`config.mk`:
```
export PLATFORM = sky130hd
export DESIGN_NAME = cnl_classify
export DESIGN_NICKNAME = d
export VERILOG_FILES = /design/src/design/cnl_pkg.sv /design/src/design/cnl_classify.sv
export SDC_FILE = /design/constraint.sdc
export NUM_CORES = 1
export LEC_CHECK = 0
export BUFFER_PORTS_ARGS = -buffer_cell sky130_fd_sc_hd__buf_2
export CORE_AREA = 2 2 126 128
export CTS_BUF_LIST = sky130_fd_sc_hd__clkbuf_8
export CTS_CLUSTER_SIZE = 40
export DETAILED_ROUTE_END_ITERATION = 10
export DIE_AREA = 0 0 128 130
export SKIP_LAST_GASP = 1
export SYNTH_ARGS = -nofsm -noshare
export SYNTH_HDL_FRONTEND = slang
export SYNTH_SLANG_ARGS = --single-unit
```
`constraint.sdc`:
```
create_clock -name clk -period 7.4 [get_ports clk]
set_input_delay 0.74 -clock clk [delete_from_list [all_inputs] [get_ports clk]]
set_output_delay 0.74 -clock clk [all_outputs]
set_load 0.02 [all_outputs]
```
`src/design/cnl_pkg.sv`:
```
package cnl_pkg;

  // Input value width and the decimal digits it can reach
  localparam int IN_W  = 54;
  localparam int NDIG  = 17;
  localparam int BCD_W = 4 * NDIG;

  // Output field widths
  localparam int CNT_W = 5;

  typedef enum logic [1:0] {
    BRAND_NONE  = 2'd0,
    BRAND_LEN15 = 2'd1,
    BRAND_PFX4  = 2'd2,
    BRAND_PFX5  = 2'd3
  } brand_t;

  // Data handed from one conversion cell to the next
  typedef struct packed {
    logic [IN_W-1:0]  bin;
    logic [BCD_W-1:0] bcd;
  } dd_t;

  // One finished result
  typedef struct packed {
    logic              too_long;
    logic [CNT_W-1:0]  digit_count;
    brand_t            brand_code;
    logic              luhn_ok;
  } res_t;

endpackage

```
`src/design/cnl_classify.sv`:
```
module cnl_classify #(
  parameter int MAX_DIGITS = 16
) (
  input  logic                      clk,
  input  logic                      rst,
  input  logic                      en,
  input  logic                      in_valid,
  input  logic [cnl_pkg::BCD_W-1:0] in_bcd,
  output logic                      out_valid,
  output cnl_pkg::res_t             out_res
);
  import cnl_pkg::*;

  localparam int NGRP  = 3;
  localparam int GRP_N = 6;

  // Luhn contribution of one digit; odd places are doubled and folded
  function automatic logic [3:0] luhn_val(input logic [3:0] d, input logic odd);
    logic [4:0] dbl;
    dbl = {d, 1'b0};
    if (!odd) begin
      return d;
    end else if (dbl >= 5'd10) begin
      return 4'(dbl - 5'd9);
    end else begin
      return 4'(dbl);
    end
  endfunction

  // True when the sum is a multiple of ten
  function automatic logic mult10(input logic [7:0] s);
    logic hit;
    hit = 1'b0;
    for (int k = 0; k < 16; k++) begin
      if (s == 8'(k * 10)) begin
        hit = 1'b1;
      end
    end
    return hit;
  endfunction

  logic [3:0]       dig [NDIG];
  logic [CNT_W-1:0] n_next;
  logic [3:0]       lead1_next;
  logic [3:0]       lead2_next;
  logic [5:0]       psum_next [NGRP];

  logic             s1_valid;
  logic [CNT_W-1:0] n;
  logic [3:0]       lead1;
  logic [3:0]       lead2;
  logic [5:0]       psum [NGRP];

  logic [7:0]       total;
  logic             longer;
  res_t             res_next;

  // Count digits, pick the two leading digits, sum Luhn values in groups
  always_comb begin
    n_next     = '0;
    lead1_next = '0;
    lead2_next = '0;
    for (int i = 0; i < NDIG; i++) begin
      dig[i] = in_bcd[4*i +: 4];
      if (dig[i] != 4'd0) begin
        n_next = CNT_W'(i + 1);
      end
    end
    for (int i = 0; i < NDIG; i++) begin
      if (n_next == CNT_W'(i + 1)) begin
        lead1_next = dig[i];
      end
      if (n_next == CNT_W'(i + 2)) begin
        lead2_next = dig[i];
      end
    end
    for (int g = 0; g < NGRP; g++) begin
      psum_next[g] = '0;
      for (int j = 0; j < GRP_N; j++) begin
        if (g * GRP_N + j < NDIG) begin
          psum_next[g] = psum_next[g]
                       + 6'(luhn_val(dig[g * GRP_N + j], ((g * GRP_N + j) % 2) == 1));
        end
      end
    end
  end

  // Finish the sum and classify by length and prefix
  always_comb begin
    total  = 8'(psum[0]) + 8'(psum[1]) + 8'(psum[2]);
    longer = n > CNT_W'(MAX_DIGITS);
    res_next.luhn_ok     = mult10(total);
    res_next.too_long    = longer;
    res_next.digit_count = longer ? CNT_W'(MAX_DIGITS) : n;
    res_next.brand_code  = BRAND_NONE;
    priority if (longer) begin
      res_next.brand_code = BRAND_NONE;
    end else if (n == 5'd15 && lead1 == 4'd3 && (lead2 == 4'd4 || lead2 == 4'd7)) begin
      res_next.brand_code = BRAND_LEN15;
    end else if ((n == 5'd13 || n == 5'd16) && lead1 == 4'd4) begin
      res_next.brand_code = BRAND_PFX4;
    end else if (n == 5'd16 && lead1 == 5'd5 && lead2 >= 4'd1 && lead2 <= 4'd5) begin
      res_next.brand_code = BRAND_PFX5;
    end else begin
      res_next.brand_code = BRAND_NONE;
    end
  end

  // Advance valids of both stages
  always_ff @(posedge clk) begin
    if (rst) begin
      s1_valid  <= 1'b0;
      out_valid <= 1'b0;
    end else if (en) begin
      s1_valid  <= in_valid;
      out_valid <= s1_valid;
    end
  end

  // Hold payload of both stages while stalled
  always_ff @(posedge clk) begin
    if (en) begin
      n       <= n_next;
      lead1   <= lead1_next;
      lead2   <= lead2_next;
      psum    <= psum_next;
      out_res <= res_next;
    end
  end

endmodule
```
# Word-level counts from Yosys, hierarchy flattened

Index checks and enable logic that the tools add are counted.

Input port bits: 72
Memory bits (read-only): 0
Register bits: 42
RAM bits: 0
Word-level logic and storage cells: 180
Memories: 0
Latch bits: 0

Equality and inequality tests: 41
Bitwise operators: 0
Shifts and indexed selects: 0
Divide/modulo/power cells: 0
Magnitude comparators: 11
$mul: 0
Add/subtract/negate cells: 24
Reductions and logical operators: 28
Multiplexer cells: 63

Operators with widths:

| kind                                                | count |
|---|---|
| 2-to-1 mux 4 bit                                    | 42 |
| 2-to-1 mux 5 bit                                    | 16 |
| nonzero test 4 bit                                  | 17 |
| equality test 5 x 4 -> 1 bit, second input constant | 10 |
| adder 6 x 4 -> 6 bit                                | 8 |
| equality test 8 x 7 -> 1 bit, second input constant | 6 |
| >= comparator 5 x 4 -> 1 bit, second input constant | 8 |
| subtractor 4 bit, second input constant             | 8 |
| equality test 8 x 6 -> 1 bit, second input constant | 3 |
| equality test 8 bit, second input constant          | 3 |
| equality test 5 x 3 -> 1 bit, second input constant | 4 |
| equality test 5 bit, second input constant          | 4 |
| adder 5 x 4 -> 6 bit                                | 3 |
| equality test 4 x 3 -> 1 bit, second input constant | 4 |
| equality test 8 x 5 -> 1 bit, second input constant | 2 |
| adder 4 x 4 -> 5 bit                                | 3 |
| OR reduction 15 bit                                 | 1 |
| equality test 5 x 2 -> 1 bit, second input constant | 2 |
| adder 7 x 6 -> 8 bit                                | 1 |
| equality test 8 x 4 -> 1 bit, second input constant | 1 |
| zero test 8 bit                                     | 1 |
| adder 6 x 6 -> 7 bit                                | 1 |
| logical AND 1 bit                                   | 6 |
| equality test 5 x 1 -> 1 bit, second input constant | 1 |
| other kinds (8)                                     | 12 |

# Longest topological paths before layout

Word-level depth: 36
Depth in mapped cells: 16
Mapped depth without buffers: 16

# Least setup slack after synthesis

Ideal clock, no wire load.

Path type: in2reg
Start point: input in_bcd[29] in the netlist's numbering
End point: register psum[9] in the netlist's numbering, data pin
Stages on the path: 13
Data arrival time: 3,954 ps
Library setup time: 250 ps
Setup slack: 3,196 ps
Cell sequence: inv_1 > ha_1 > nand2b_1 > a21oi_1 > mux2_2 > fa_1 > fa_1 > inv_1 > fa_1 > ha_1 > inv_1 > fa_1 > inv_1

RTL lines:

| item                   | line                | source |
|---|---|---|
| start: declaration     | cnl_classify.sv:8   | `input logic [cnl_pkg::BCD_W-1:0] in_bcd,` |
| end signal: assignment | cnl_classify.sv:126 | `psum <= psum_next;` |
| end: declaration       | cnl_classify.sv:52  | `logic [5:0] psum [NGRP];` |

# Final worst setup path

Start point: input in_bcd[32] in the netlist's numbering
End point: register lead2[0], data pin

Word-level cells in the longest chain between the ends: 28

RTL lines:

| item                           | line                | source |
|---|---|---|
| nonzero test 4 bit             | cnl_classify.sv:65  | `if (dig[i] != 4'd0) begin` |
| 2-to-1 mux 5 bit (9 in a row)  | cnl_classify.sv:65  |  |
| equality test 5 x 2 -> 1 bit   | cnl_classify.sv:73  | `if (n_next == CNT_W'(i + 2)) begin` |
| 2-to-1 mux 4 bit (16 in a row) | cnl_classify.sv:73  |  |
| 2-to-1 mux 4 bit (*)           | cnl_classify.sv:73  |  |
| net lead2_next[0]              | cnl_classify.sv:45  | `logic [3:0] lead2_next;` |
| end signal: assignment         | cnl_classify.sv:125 | `lead2 <= lead2_next;` |
| end: declaration               | cnl_classify.sv:51  | `logic [3:0] lead2;` |

Mark *: on every way through the listed nets, which the timed path passes. The rest lies on a longest branch.
A chain may end at the register's enable or synchronous reset.

==> summary.md <==
| Metric | Value |
|---|---|
| Antenna Nets Post-Route | 0 |
| Area delta synth->final | 10.7% |
| First-pass DRT Iterations | 5 |
| Worst R2R Setup Slack | 4010 ps |
| Mapped Avg Cell Area | 8.92 um^2 |
| Final Cell Area | 6500 um^2 |
| CP required | 7450 ps |
| Status | complete, no violations |
| Synth top area share | 20.4% |
| Dominant synthesized flop cell | edfxtp_1 |
| Power Total | 2.23 mW |
| Most Frequent Cell on Critical Path | o21ai_1 |
| Critical path class | input port to flip-flop |
| Initial DRC Count | 633 |
| Crit path launch | in_bcd[32] |
| Hold path depth | 2 |
| Sequential area share after synthesis | 21.1% |
| Via count | 5455 |
| Die footprint | 16600 um^2 |
| IO Count | 82 |
| Post-Synthesis Cells | 659 |
| EDFF count, synth | 40 |
| Worst setup SP type | input port |
| Cells on worst reg2reg path | 9 |
| Warnings from Yosys | 0 |
| ANT cells | 0 |
| Total gr overflow | 0 |
| Share of cells above drive strength 1 | 16.6% |
| RSZ-0062 raised after global routing | false |
| Endpoint class of the critical path | flip-flop |
| Worst hold endpoint | out_valid |
| Clk Latency, worst-skew pair | 300 ps |
| Clock transition at path regs | 90 ps |
| WL per Instance | 20.3 um |
| Final setup fails | 0 |
| Leak Pwr | 2.74 nW |
| Yosys top cell by area | edfxtp_1 |
| Die Height | 130 um |
| Fmax | 0.224 GHz |
| Yosys reg bits | 42 |
| Clock buffer depth | 2 |
| Vias in the first global route | 5418 |
| Worst Hold Margin | 513 ps |
| Net Count, Synth | 825 |
| DP Area | 6410 um^2 |
| Crit path arrival time | 4510 ps |
| Clock Skew | 8.15 ps |
| Async SR Flop Fraction | 0% |
| CTS sink count | 42 |
| Relative slew slack | 31.3% |
| DRC viols | 0 |
| Reg2reg end | out_res[0] |
| Maximum vdd drop | 0.000325 V |
| First-pass GRT wire length | 29000 um |
| Row count | 46 |
| Largest net degree at the start of global routing | 48 |
| Hold bufs inserted after CTS | 0 |
| Max_cap viols | 0 |
| PD cells | 343 nW/um^2 |
| Most common cell in the netlist | inv_1 |
| TNS Setup | 0 ps |
| Crit-path cells | buf_2, nor4_1, or3b_1, a21oi_2, o21a_2, inv_2, a2111oi_0, o21ai_1, a21oi_1, o21ai_1 |
| Largest cells by area after synthesis | edfxtp_1 20%, fa_1 17%, ha_1 9.4%, inv_1 5.4%, a21oi_1 4.6% |
| Tmin final | 4460 ps |
| CTS H-tree depth | 2 |
| Slew Limit Fails | 0 |
| Maximum fanout along the worst path | 47 |
| Post-synth top cells | 84 x inv_1, 64 x nand2_1, 54 x a21oi_1 |
| Core Box Area | 15400 um^2 |
| Starting Density | 38.1% |
| Post-DP HPWL | 15100 um |
| Netlist cell types | 75 |
| Final nets | 892 |
| Slowest-stage cell, CP | o21a_2 |
| CP max stage delay | 690 ps |
| PortBufs | 81 |
| Final GP Congestion | 1.05 |
| Worst-margin pin slew | 1020 ps |
| WL final | 18700 um |
| Hold Fails Final Rpt | 0 |
| Initial antenna violation count | 0 |
| Worst hold start | out_valid |
| Post-CTS Repair Setup Buffers | 0 |
| Total CTS buffers | 5 |
| Overall Global Routing Usage | 22.5% |
| R2R Path Start | psum[1] |
| CTS resizes | 0 |
| Root buf cell | clkbuf_8 |
| Via density | 5.94 |
| Die X | 128 um |
| Min-Delay Path Class | flip-flop to flip-flop |
| CTS tree | yes |
| Tcrit/Tclk final | 60.2% |
| Synthesized cell area | 5880 um^2 |
==> per-layer routing <==
metal	up-vias	routed length, um	GRT usage (%)
met3	44	1350	2.38
met4	0	573	7.11
met1	2608	7780	30.1
met5	-	0	0
li1	2503	-	-
met2	300	8980	38.8
==> worst max path at each step <==
| stage | endpoint | slack (ps) | cells after the start |
|---|---|---|---|
| floorplan | psum[9] | 3200 | 13 |
| global placement | psum[10] | 2770 | 14 |
| detailed placement | psum[10] | 2720 | 14 |
| CTS | psum[10] | 3030 | 14 |
| global route | lead2[0] | 2700 | 10 |
| finish | lead2[0] | 2940 | 10 |
==> flip-flops by register name (all words and copies together), names as in the netlist <==
| signal | flops |
|---|---|
| lead2 | 4 |
| psum | 18 |
| n | 5 |
| out_res | 9 |
| lead1 | 4 |
| out_valid | 1 |
| s1_valid | 1 |
==> critical path: cells and delay by family <==
kind | cells | cell delay, ps
compound gates | 6 | 1930
simple gates | 2 | 1090
buf+inv | 2 | 720
==> placed cells by master, fill, tap and decap left out, drive strengths merged, types with 3 or more instances in the layout <==
cell,n
inv,87
or3,3
or4,5
a221oi,9
and2,3
nor2,42
nand3,13
a22oi,6
ha,44
o22ai,5
nand4,7
nor3,13
clkbuf,5
a211o,5
o211ai,5
a2111oi,3
or3b,6
o221ai,3
nor3b,6
nor2b,5
a21o,10
o31ai,3
o2111ai,4
a21oi,55
mux2,5
edfxtp,40
xnor2,20
nand2b,12
buf,81
mux2i,10
a31oi,8
o21ai,32
nand2,64
nor4,16
a211oi,6
fa,50
==> cell families (layout without fill, tap and decap cells) <==
logic type / count (synthesis) / after routing / synth area share, %
simple gates: 203 / 203 / 19.0
compound gates: 176 / 176 / 20.1
buf+inv: 107 / 175 / 7.39
fa+ha+maj: 94 / 94 / 26.4
flops: 42 / 42 / 21.1
xor+xnor: 22 / 22 / 3.28
mux: 15 / 15 / 2.66
==> report_power, final <==
| group | internal [mW] | switching [mW] |
|---|---|---|
| registers | 0.366 | 0.0342 |
| logic | 0.705 | 0.968 |
| clock network | 0.0676 | 0.0907 |
==> area by class of cell <==
class / instances / area [um^2]
flip-flops and latches: 42 / 1240
inverters: 86 / 323
well taps: 192 / 240
clock inverters: 3 / 23.8
multi-input cells: 510 / 4200
fillers: 1524 / 8920
clock buffers: 5 / 68.8
repair buffers: 81 / 405
==> stage by stage <==
stage	worst slack (ps)	cells	utilization (%)
2_1_floorplan	3200	659	-
3_3_place_gp	2770	911	41.6
3_5_place_dp	2720	911	41.6
4_1_cts	3030	919	42.2
5_1_grt	2700	919	42.2
6_report	2940	919	42.2
Power figures use the tool's default switching activity.
