===== src/design/cnl_pkg.sv =====
package cnl_pkg;

  // Input value width and the decimal digits it can reach
  localparam int IN_W  = 54;
  localparam int NDIG  = 17;
  localparam int BCD_W = 4 * NDIG;

  // Output field widths
  localparam int CNT_W = 5;

  typedef enum logic [1:0] {
    BRAND_NONE  = 2'd0,
    BRAND_LEN15 = 2'd1,
    BRAND_PFX4  = 2'd2,
    BRAND_PFX5  = 2'd3
  } brand_t;

  // Data handed from one conversion cell to the next
  typedef struct packed {
    logic [IN_W-1:0]  bin;
    logic [BCD_W-1:0] bcd;
  } dd_t;

  // One finished result
  typedef struct packed {
    logic              too_long;
    logic [CNT_W-1:0]  digit_count;
    brand_t            brand_code;
    logic              luhn_ok;
  } res_t;

endpackage


===== src/design/cnl_dd_cell.sv =====
module cnl_dd_cell (
  input  logic          clk,
  input  logic          rst,
  input  logic          en,
  input  logic          in_valid,
  input  cnl_pkg::dd_t  in_data,
  output logic          out_valid,
  output cnl_pkg::dd_t  out_data
);
  import cnl_pkg::*;

  logic [BCD_W-1:0] adj;
  dd_t              data_next;

  // Add three to every digit of five or more, then shift in the next binary bit
  always_comb begin
    adj = in_data.bcd;
    for (int d = 0; d < NDIG; d++) begin
      if (adj[4*d +: 4] >= 4'd5) begin
        adj[4*d +: 4] = adj[4*d +: 4] + 4'd3;
      end
    end
    data_next.bcd = {adj[BCD_W-2:0], in_data.bin[IN_W-1]};
    data_next.bin = {in_data.bin[IN_W-2:0], 1'b0};
  end

  // Track the beat held in this cell
  always_ff @(posedge clk) begin
    if (rst) begin
      out_valid <= 1'b0;
    end else if (en) begin
      out_valid <= in_valid;
    end
  end

  // Hold the payload while the chain is stalled
  always_ff @(posedge clk) begin
    if (en) begin
      out_data <= data_next;
    end
  end

endmodule


===== config.mk =====
export PLATFORM = sky130hd
export DESIGN_NAME = cnl_dd_cell
export DESIGN_NICKNAME = d
export VERILOG_FILES = /design/src/design/cnl_pkg.sv /design/src/design/cnl_dd_cell.sv
export SDC_FILE = /design/constraint.sdc
export NUM_CORES = 1
export LEC_CHECK = 0
export BUFFER_PORTS_ARGS = -buffer_cell sky130_fd_sc_hd__buf_2
export CORE_MARGIN = 2
export CORE_UTILIZATION = 25
export DETAILED_ROUTE_END_ITERATION = 6
export PLACE_DENSITY = 0.58
export SLEW_MARGIN = 5
export SYNTH_ARGS = -nofsm -noshare
export SYNTH_HDL_FRONTEND = slang
export SYNTH_SLANG_ARGS = --single-unit
export TNS_END_PERCENT = 30

===== constraint.sdc =====
create_clock -name clk -period 0.9 [get_ports clk]
set_input_delay 0.09 -clock clk [delete_from_list [all_inputs] [get_ports clk]]
set_output_delay 0.09 -clock clk [all_outputs]
set_load 0.05 [all_outputs]

# Word-level counts from Yosys, hierarchy flattened
# Cells that the tools add are included.
[op_classes]
add_sub_neg = 17
n_lt_le_gt_ge = 17
muxes = 17
[op_table]
columns = ["operator", "n"]
rows = [
  ["$ge 4x3->1 const B", 17],
  ["$add 4x2->4 const B", 16],
  ["$mux 4", 16],
  ["$add 3x2->3 const B", 1],
  ["$mux 3", 1],
]
[totals]
regBits = 122
in_bits = 126
output_inout_bits = 123
wordCells = 54

# Depth between registers and ports, before layout
# Gate-level depths: netlist (run 1).
[depth]
depth_word = 2
ltp_mapped = 5
depth_no_buf = 5

# Worst setup path before layout (run 1)
# No wires, ideal clock.
[synth_timing]
path_kind = "input -> register"
from = "input port in_data[9] (netlist bit)"
to = "register out_data[10] (netlist bit) (data pin)"
setup_ps = 261
t_arrival_ps = 709
required_ps = 639
setup_slack_ps = -69
cell_stages = 5
n_path_buf = 0
cell_sequence = "inv_1 ha_1 nand2b_1 a21oi_2 mux2i_1"
[synth_via]
elab_chain_cells = 2
word_cells_on_any_way = 3
cone_classes = "add/sub (1); order compare (1); mux (1)"
[synth_lines]
columns = ["element", "line_no", "rtl"]
rows = [
  ["start, declared", "cnl_dd_cell.sv:6", "input cnl_pkg::dd_t in_data,"],
  ["$add 4x2->4 / $ge 4x3->1 (equally long branches)", "cnl_dd_cell.sv:20, cnl_dd_cell.sv:19", ""],
  ["$mux 4 *", "cnl_dd_cell.sv:19", "if (adj[4*d +: 4] >= 4'd5) begin"],
  ["net adj[9]", "cnl_dd_cell.sv:12", "logic [BCD_W-1:0] adj;"],
  ["end signal, assigned", "cnl_dd_cell.sv:39", "out_data <= data_next;"],
  ["end, declared", "cnl_dd_cell.sv:8", "output cnl_pkg::dd_t out_data"],
]
# Mark *: on every way through the listed nets, which the timed path passes. The rest lies on a longest branch.
# A chain may end at the register's enable or synchronous reset.

# Final worst setup path (run 1)
[layout_timing]
from = "register out_data[120] (netlist bit)"
to = "output port out_data[120] (netlist bit)"
# No word-level cell between the ends.

==> results of run 1 <==
-- synth_stat cells --
master	count	area share [%]
conb_1	1	0.070
nor2_1	18	1.3
edfxtp_1	121	68
nand2b_1	33	3.8
dfxtp_1	1	0.37
a21oi_2	17	2.8
mux2i_1	18	3.3
ha_1	34	7.9
o21ai_0	16	1.5
inv_1	34	2.4
xnor2_1	17	2.8
nand2_1	67	4.7
buf_4	1	0.14
o21ai_1	16	1.5
-- how the worst min path moves through the flow --
stage	end	from	depth (start not counted)	slack, ps
final	out_data[15]$_DFFE_PP_	in_data[15]	3	30
after global routing	out_data[3]$_DFFE_PP_	in_data[3]	3	20
after CTS	out_data[3]$_DFFE_PP_	in_data[3]	3	2
after detailed placement	out_valid$_SDFFE_PP0P_	rst	2	250
after global placement	out_valid$_SDFFE_PP0P_	rst	2	250
after floorplan	out_valid$_SDFFE_PP0P_	rst	1	160
-- final cells by class --
cell class | count | area (um^2)
flip-flops and latches | 122 | 3650
repair buffers | 363 | 3150
clock buffers | 18 | 429
clock inverters | 14 | 179
fillers | 1847 | 11200
multi-input cells | 237 | 2030
well taps | 275 | 344
inverters | 34 | 128
-- power by group --
group / switching (mW) / internal, mW / leakage, nW / total [mW]
Combinational: 2.84 / 1.92 / 2.75 / 4.76
Sequential: 0.239 / 6.89 / 1.19 / 7.13
Clock: 2.49 / 4.59 / 0.289 / 7.08
Total: 5.57 / 13.4 / 4.23 / 19.0
-- sequential cells by signal, indices dropped and copies added (netlist names) --
name       count
out_valid      1
out_data     121
-- worst register-to-register path: stages, from the launching register on --
cell     delay [ps]
dfxtp_2         330
mux2i_1         140
nor2_1           50
-- kinds of logic after synthesis --
group | count (synthesis) | synth area share [%]
AO/OA/AOI/OAI | 49 | 5.74
XOR/XNOR | 17 | 2.77
adder cells (fa/ha/maj) | 34 | 7.91
buffers and inverters | 35 | 2.51
flip-flops | 122 | 67.9
multiplexers | 18 | 3.35
other | 1 | 0.0697
AND/OR/NAND/NOR | 118 | 9.77
-- layer usage --
layer	global-route usage [%]	vias to the layer above
li1	-	2130
met1	12.7	1965
met2	21.3	173
met3	6.36	19
met4	4.21	0
met5	0	-
-- what timing repair did --
action	4_1_cts	5_1_grt
pin swaps	0	7
cloned	0	0
hold buffers	77	0
gates resized for setup	245	20
endpoints found under the setup margin	122	138
endpoints found under the hold margin	70	0
==> results by group, run 1 <==
Worst setup path
  – Worst EP arrival: 1030 ps
  – CP startpoint: out_data[120]$_DFFE_PP_
  – CP Buf/Inv Count: 1
  – Crit path max-delay family: flip-flops
  – Crit-path cells: buf_6
  – CP endpoint kind: output pin
  – Critical path depth in cells: 1
  – Crit path required time: 810 ps
  – Startpoint types: flop
  – R2r worst-path depth: 2
  – CP max FO: 1
  – Worst Setup Path Type: flop to output pin
  – Crit path max-delay cell type: edfxtp_1
  – RR Endpoint: out_valid$_SDFFE_PP0P_
  – Setup slack, reg-to-reg: around 280 ps
  – Crit path largest cell delay: 430 ps
  – Worst reg2reg startpoint: out_valid$_SDFFE_PP0P_
  – CP endpoint: out_data[120]

Route
  – DRC: 0
  – Final WL: 13800 um
  – Met1 Wirelength: 5130 um
  – Post-route ant nets: 0
  – Initial DRC Count: 136
  – Vias/cell: 4.03
  – WL met2: about 7100 um
  – Wire per inst: ~13 um
  – DR vias: 4287
  – WL met3: 1430 um
  – Top sig layer: met4
  – First drt pass iteration count: 4

Place
  – GPL Wtd Cong: between 0.7 and 0.8
  – Port bufs: 247
  – Placed cell count: 954
  – Post-DP Area: 7720 um^2
  – Pre-CTS setup slack: -198 ps
  – Final HPWL DP: 9970 um

Clock tree
  – Htree depth: 4
  – Post-CTS Setup Repair Bufs: 0
  – Clock Pin Slew Worst Setup and Hold Paths: 60 ps
  – Clock sinks: 122
  – CTS tree: done
  – TritonCTS buffer count: 17
  – Worst-Skew Late Latency: about 410 ps
  – Root Buffer: clkbuf_16
  – Clk buf depth: 2

Power
  – Worst vdd ir: 0.00116 V
  – P_leak: 4.23 nW
  – Pwr per Cell Area: 1910 nW/um^2
  – Overall power after layout: 19.0 mW

Finish
  – Commonest non-fill, non-tap cell in the layout: buf_6
  – Syn-to-layout area delta: 84.3%
  – Finished Core Util: a little under half
  – Share of cells above drive strength 1: 50.0%
  – Diode count: 0
  – Design Area, Final: 9920 um^2
  – Commonest non-fill, non-tap cells in the layout: buf_6, edfxtp_1, buf_2, dlygate4sd3_1, nand2_1
  – Nets: 935
  – Fin cells: around 1100

Outcome
  – Failing checks: setup timing
  – Run status: finished with violations

Timing
  – Final WS setup: -220 ps
  – Final Hold Vio Count: 0
  – Maximum clock rate: between 800 and 900 MHz
  – Clock Skew: 0 ps
  – Worst hold slack: 25.8 ps
  – # setup viols final: 122
  – Setup TNS: -17600 ps
  – Period utilisation layout: 124%
  – RSZ-0062 raised after global routing: true
  – Final Max Tran Viols: 0
  – Period minus WS final: 1120 ps

Global routing
  – GR Util All Layers: 12.3%
  – First-pass GRT wire length: 21100 um
  – Grt total ovfl: 0
  – Number of global-route vias before repair: 4413
  – Initial antenna violation count: 0
  – Largest net degree at the start of global routing: 45

Die
  – Core Region: 21100 um^2
  – Initial Util: 25.5%
  – Die Wd: 151 um
  – Die Area: 22700 um^2
  – IO Pins: 249
  – Core Rows: 53
  – Die Y: 151 um

Synth
  – Syn Area/Cell: 13.7 um^2
  – Syn Nets: 554
  – Yosys warns: 0
  – Mapped Cells: 394
  – Mapped Area: 5380 um^2
  – Synth cell types: 14
  – Register bit total from synthesis: approximately 120
  – Post-synthesis sequential area ratio: 67.9%

Job
  – Max cap viols: 0

Min path
  – Hold crit path type: input pin to flop
Note: power is estimated with default switching activity, not from simulation.
==> run 2: changes to the inputs <==
Settings changed: PLACE_DENSITY 0.58 to default, PLACE_DENSITY_LB_ADDON from default to 0.08, SLEW_MARGIN 5 to 20.
==> run 2 against run 1 <==
Net effect:
- the flow still finishes with violations (setup timing)
- die area unchanged
- final cell count down 0.66%
- clock skew unchanged
- critical endpoint is now out_data[16]
- largest power group unchanged
- highest routed layer unchanged
==> results by group, run 2 (same netlist as run 1, synthesis figures left out) <==
Timing
  – Clock Skew: 0 ps (unchanged)
  – Setup TNS: -17640 ps (was -17600 ps)
  – Final Max Tran Viols: 0 (unchanged)
  – # setup viols final: 122 (unchanged)
  – Final WS setup: -207 ps (was -220 ps)
  – Worst hold slack: 26.2 ps (was 25.8 ps)
  – Final Hold Vio Count: 0 (unchanged)
  – Period minus WS final: 1110 ps (was 1120 ps)
  – Period utilisation layout: 123% (was 124%)
  – Maximum clock rate: 904 MHz (was 893 MHz)
  – RSZ-0062 raised after global routing: true (unchanged)

Worst setup path
  – Startpoint types: flop (unchanged)
  – RR Endpoint: out_valid$_SDFFE_PP0P_ (unchanged)
  – Worst Setup Path Type: flop to output pin (unchanged)
  – R2r worst-path depth: 2 (unchanged)
  – CP startpoint: out_data[16]$_DFFE_PP_ (was out_data[120]$_DFFE_PP_)
  – Crit path max-delay family: flip-flops (unchanged)
  – CP max FO: 1 (unchanged)
  – Crit-path cells: buf_6 (unchanged)
  – Worst reg2reg startpoint: out_valid$_SDFFE_PP0P_ (unchanged)
  – Worst EP arrival: 1020 ps (was 1030 ps)
  – CP endpoint kind: output pin (unchanged)
  – Crit path required time: 810 ps (about the same)
  – CP endpoint: out_data[16] (was out_data[120])
  – Crit path largest cell delay: 420 ps (was 430 ps)
  – Critical path depth in cells: 1 (unchanged)
  – Setup slack, reg-to-reg: 280 ps (about the same)
  – Crit path max-delay cell type: edfxtp_1 (unchanged)
  – CP Buf/Inv Count: 1 (unchanged)

Route
  – First drt pass iteration count: 4 (unchanged)
  – Post-route ant nets: 0 (unchanged)
  – Wire per inst: 13.6 um (was 13.0 um)
  – DRC: 0 (unchanged)
  – Initial DRC Count: 153 (was 136)
  – DR vias: 4265 (was 4287)
  – Vias/cell: 4.04 (was 4.03)
  – Final WL: 14400 um (was 13800 um)

Die
  – IO Pins: 249 (unchanged)
  – Core Rows: 53 (unchanged)
  – Die Wd: 151 um (unchanged)
  – Core Region: 21100 um^2 (unchanged)
  – Initial Util: 25.5% (unchanged)
  – Die Y: 151 um (unchanged)
  – Die Area: 22700 um^2 (unchanged)

Finish
  – Finished Core Util: 46.5% (was 47.0%)
  – Max reg flops: 121 (unchanged)
  – Commonest non-fill, non-tap cell in the layout: buf_6 (unchanged)
  – Nets: 928 (was 935)
  – Register with the highest flop count: out_data (unchanged)
  – Diode count: 0 (unchanged)
  – Largest regs: out_data: 121 flops, out_valid: 1 flops (unchanged)
  – Design Area, Final: 9810 um^2 (was 9920 um^2)
  – Fin cells: 1056 (was 1063)
  – Commonest non-fill, non-tap cells in the layout: buf_6, edfxtp_1, buf_2, dlygate4sd3_1, nand2_1 (unchanged)
  – Share of cells above drive strength 1: 50.7% (was 50.0%)
  – Syn-to-layout area delta: 82.4% (was 84.3%)

Clock tree
  – Htree depth: 4 (unchanged)
  – Worst-Skew Late Latency: 400 ps (was 410 ps)
  – CTS tree: done (unchanged)
  – Clock sinks: 122 (unchanged)
  – Clk buf depth: 2 (unchanged)
  – Clock Pin Slew Worst Setup and Hold Paths: 60 ps (about the same)
  – Root Buffer: clkbuf_16 (unchanged)
  – TritonCTS buffer count: 17 (unchanged)

Power
  – Overall power after layout: 18.9 mW (was 19.0 mW)
  – Pwr per Cell Area: 1920 nW/um^2 (was 1910 nW/um^2)
  – Worst vdd ir: 0.00118 V (was 0.00116 V)
  – P_leak: 4.18 nW (was 4.23 nW)

Global routing
  – Initial antenna violation count: 0 (unchanged)
  – Number of global-route vias before repair: 4454 (was 4413)
  – GR Util All Layers: 12.8% (was 12.3%)
  – Largest net degree at the start of global routing: 50 (was 45)
  – Grt total ovfl: 0 (unchanged)
  – First-pass GRT wire length: 22200 um (was 21100 um)

Min path
  – Hold crit path type: input pin to flop (unchanged)
  – Hold depth: 3 (unchanged)

Outcome
  – Run status: finished with violations (unchanged)
  – Failing checks: setup timing (unchanged)

Job
  – Max cap viols: 0 (unchanged)

Place
  – Port bufs: 247 (unchanged)
  – Post-DP Area: 7730 um^2 (was 7720 um^2)
  – Pre-CTS setup slack: -206 ps (was -198 ps)
  – GPL Wtd Cong: 0.772 (was 0.765)
  – Placed cell count: 955 (was 954)
  – Final HPWL DP: 10600 um (was 9970 um)
==> run 2: cell type report <==
| class | instances | area, um^2 |
|---|---|---|
| Fill cell | 1920 | 11300 |
| Timing Repair Buffer | 356 | 3060 |
| Clock inverter | 14 | 170 |
| Multi-Input combinational cell | 237 | 2030 |
| Inverter | 34 | 128 |
| Clock buffer | 18 | 429 |
| Sequential cell | 122 | 3650 |
| Tap cell | 275 | 344 |
==> run 2: metal layers <==
| layer | vias up | GRT usage [%] | routed length [um] |
|---|---|---|---|
| met5 | - | 0 | 0 |
| met4 | 0 | 3.97 | 124 |
| met3 | 9 | 5.76 | 1510 |
| met2 | 173 | 22.0 | 7130 |
| met1 | 1959 | 14.1 | 5590 |
| li1 | 2124 | - | - |
==> run 2: how the worst min path moves through the flow <==
| stage | startpoint | end | slack, ps |
|---|---|---|---|
| after global routing | in_data[19] | out_data[19]$_DFFE_PP_ | 30 |
| after CTS | in_data[47] | out_data[47]$_DFFE_PP_ | 2 |
| after floorplan | rst | out_valid$_SDFFE_PP0P_ | 160 |
| after detailed placement | rst | out_valid$_SDFFE_PP0P_ | 260 |
| final | in_data[34] | out_data[35]$_DFFE_PP_ | 30 |
| after global placement | rst | out_valid$_SDFFE_PP0P_ | 250 |
==> run 2: where the power goes <==
group | switching [mW] | internal, mW | leakage, nW | total (mW)
clock network | 2.63 | 4.37 | 0.283 | 7.00
logic | 2.84 | 1.89 | 2.70 | 4.73
registers | 0.240 | 6.89 | 1.19 | 7.13
==> run 2: repair_timing <==
item	4_1_cts	5_1_grt
endpoints found under the setup margin	122	131
hold buffers	69	0
pin swaps	0	4
cloned	0	0
buffers inserted	0	0
gates resized for setup	246	10
endpoints found under the hold margin	63	0
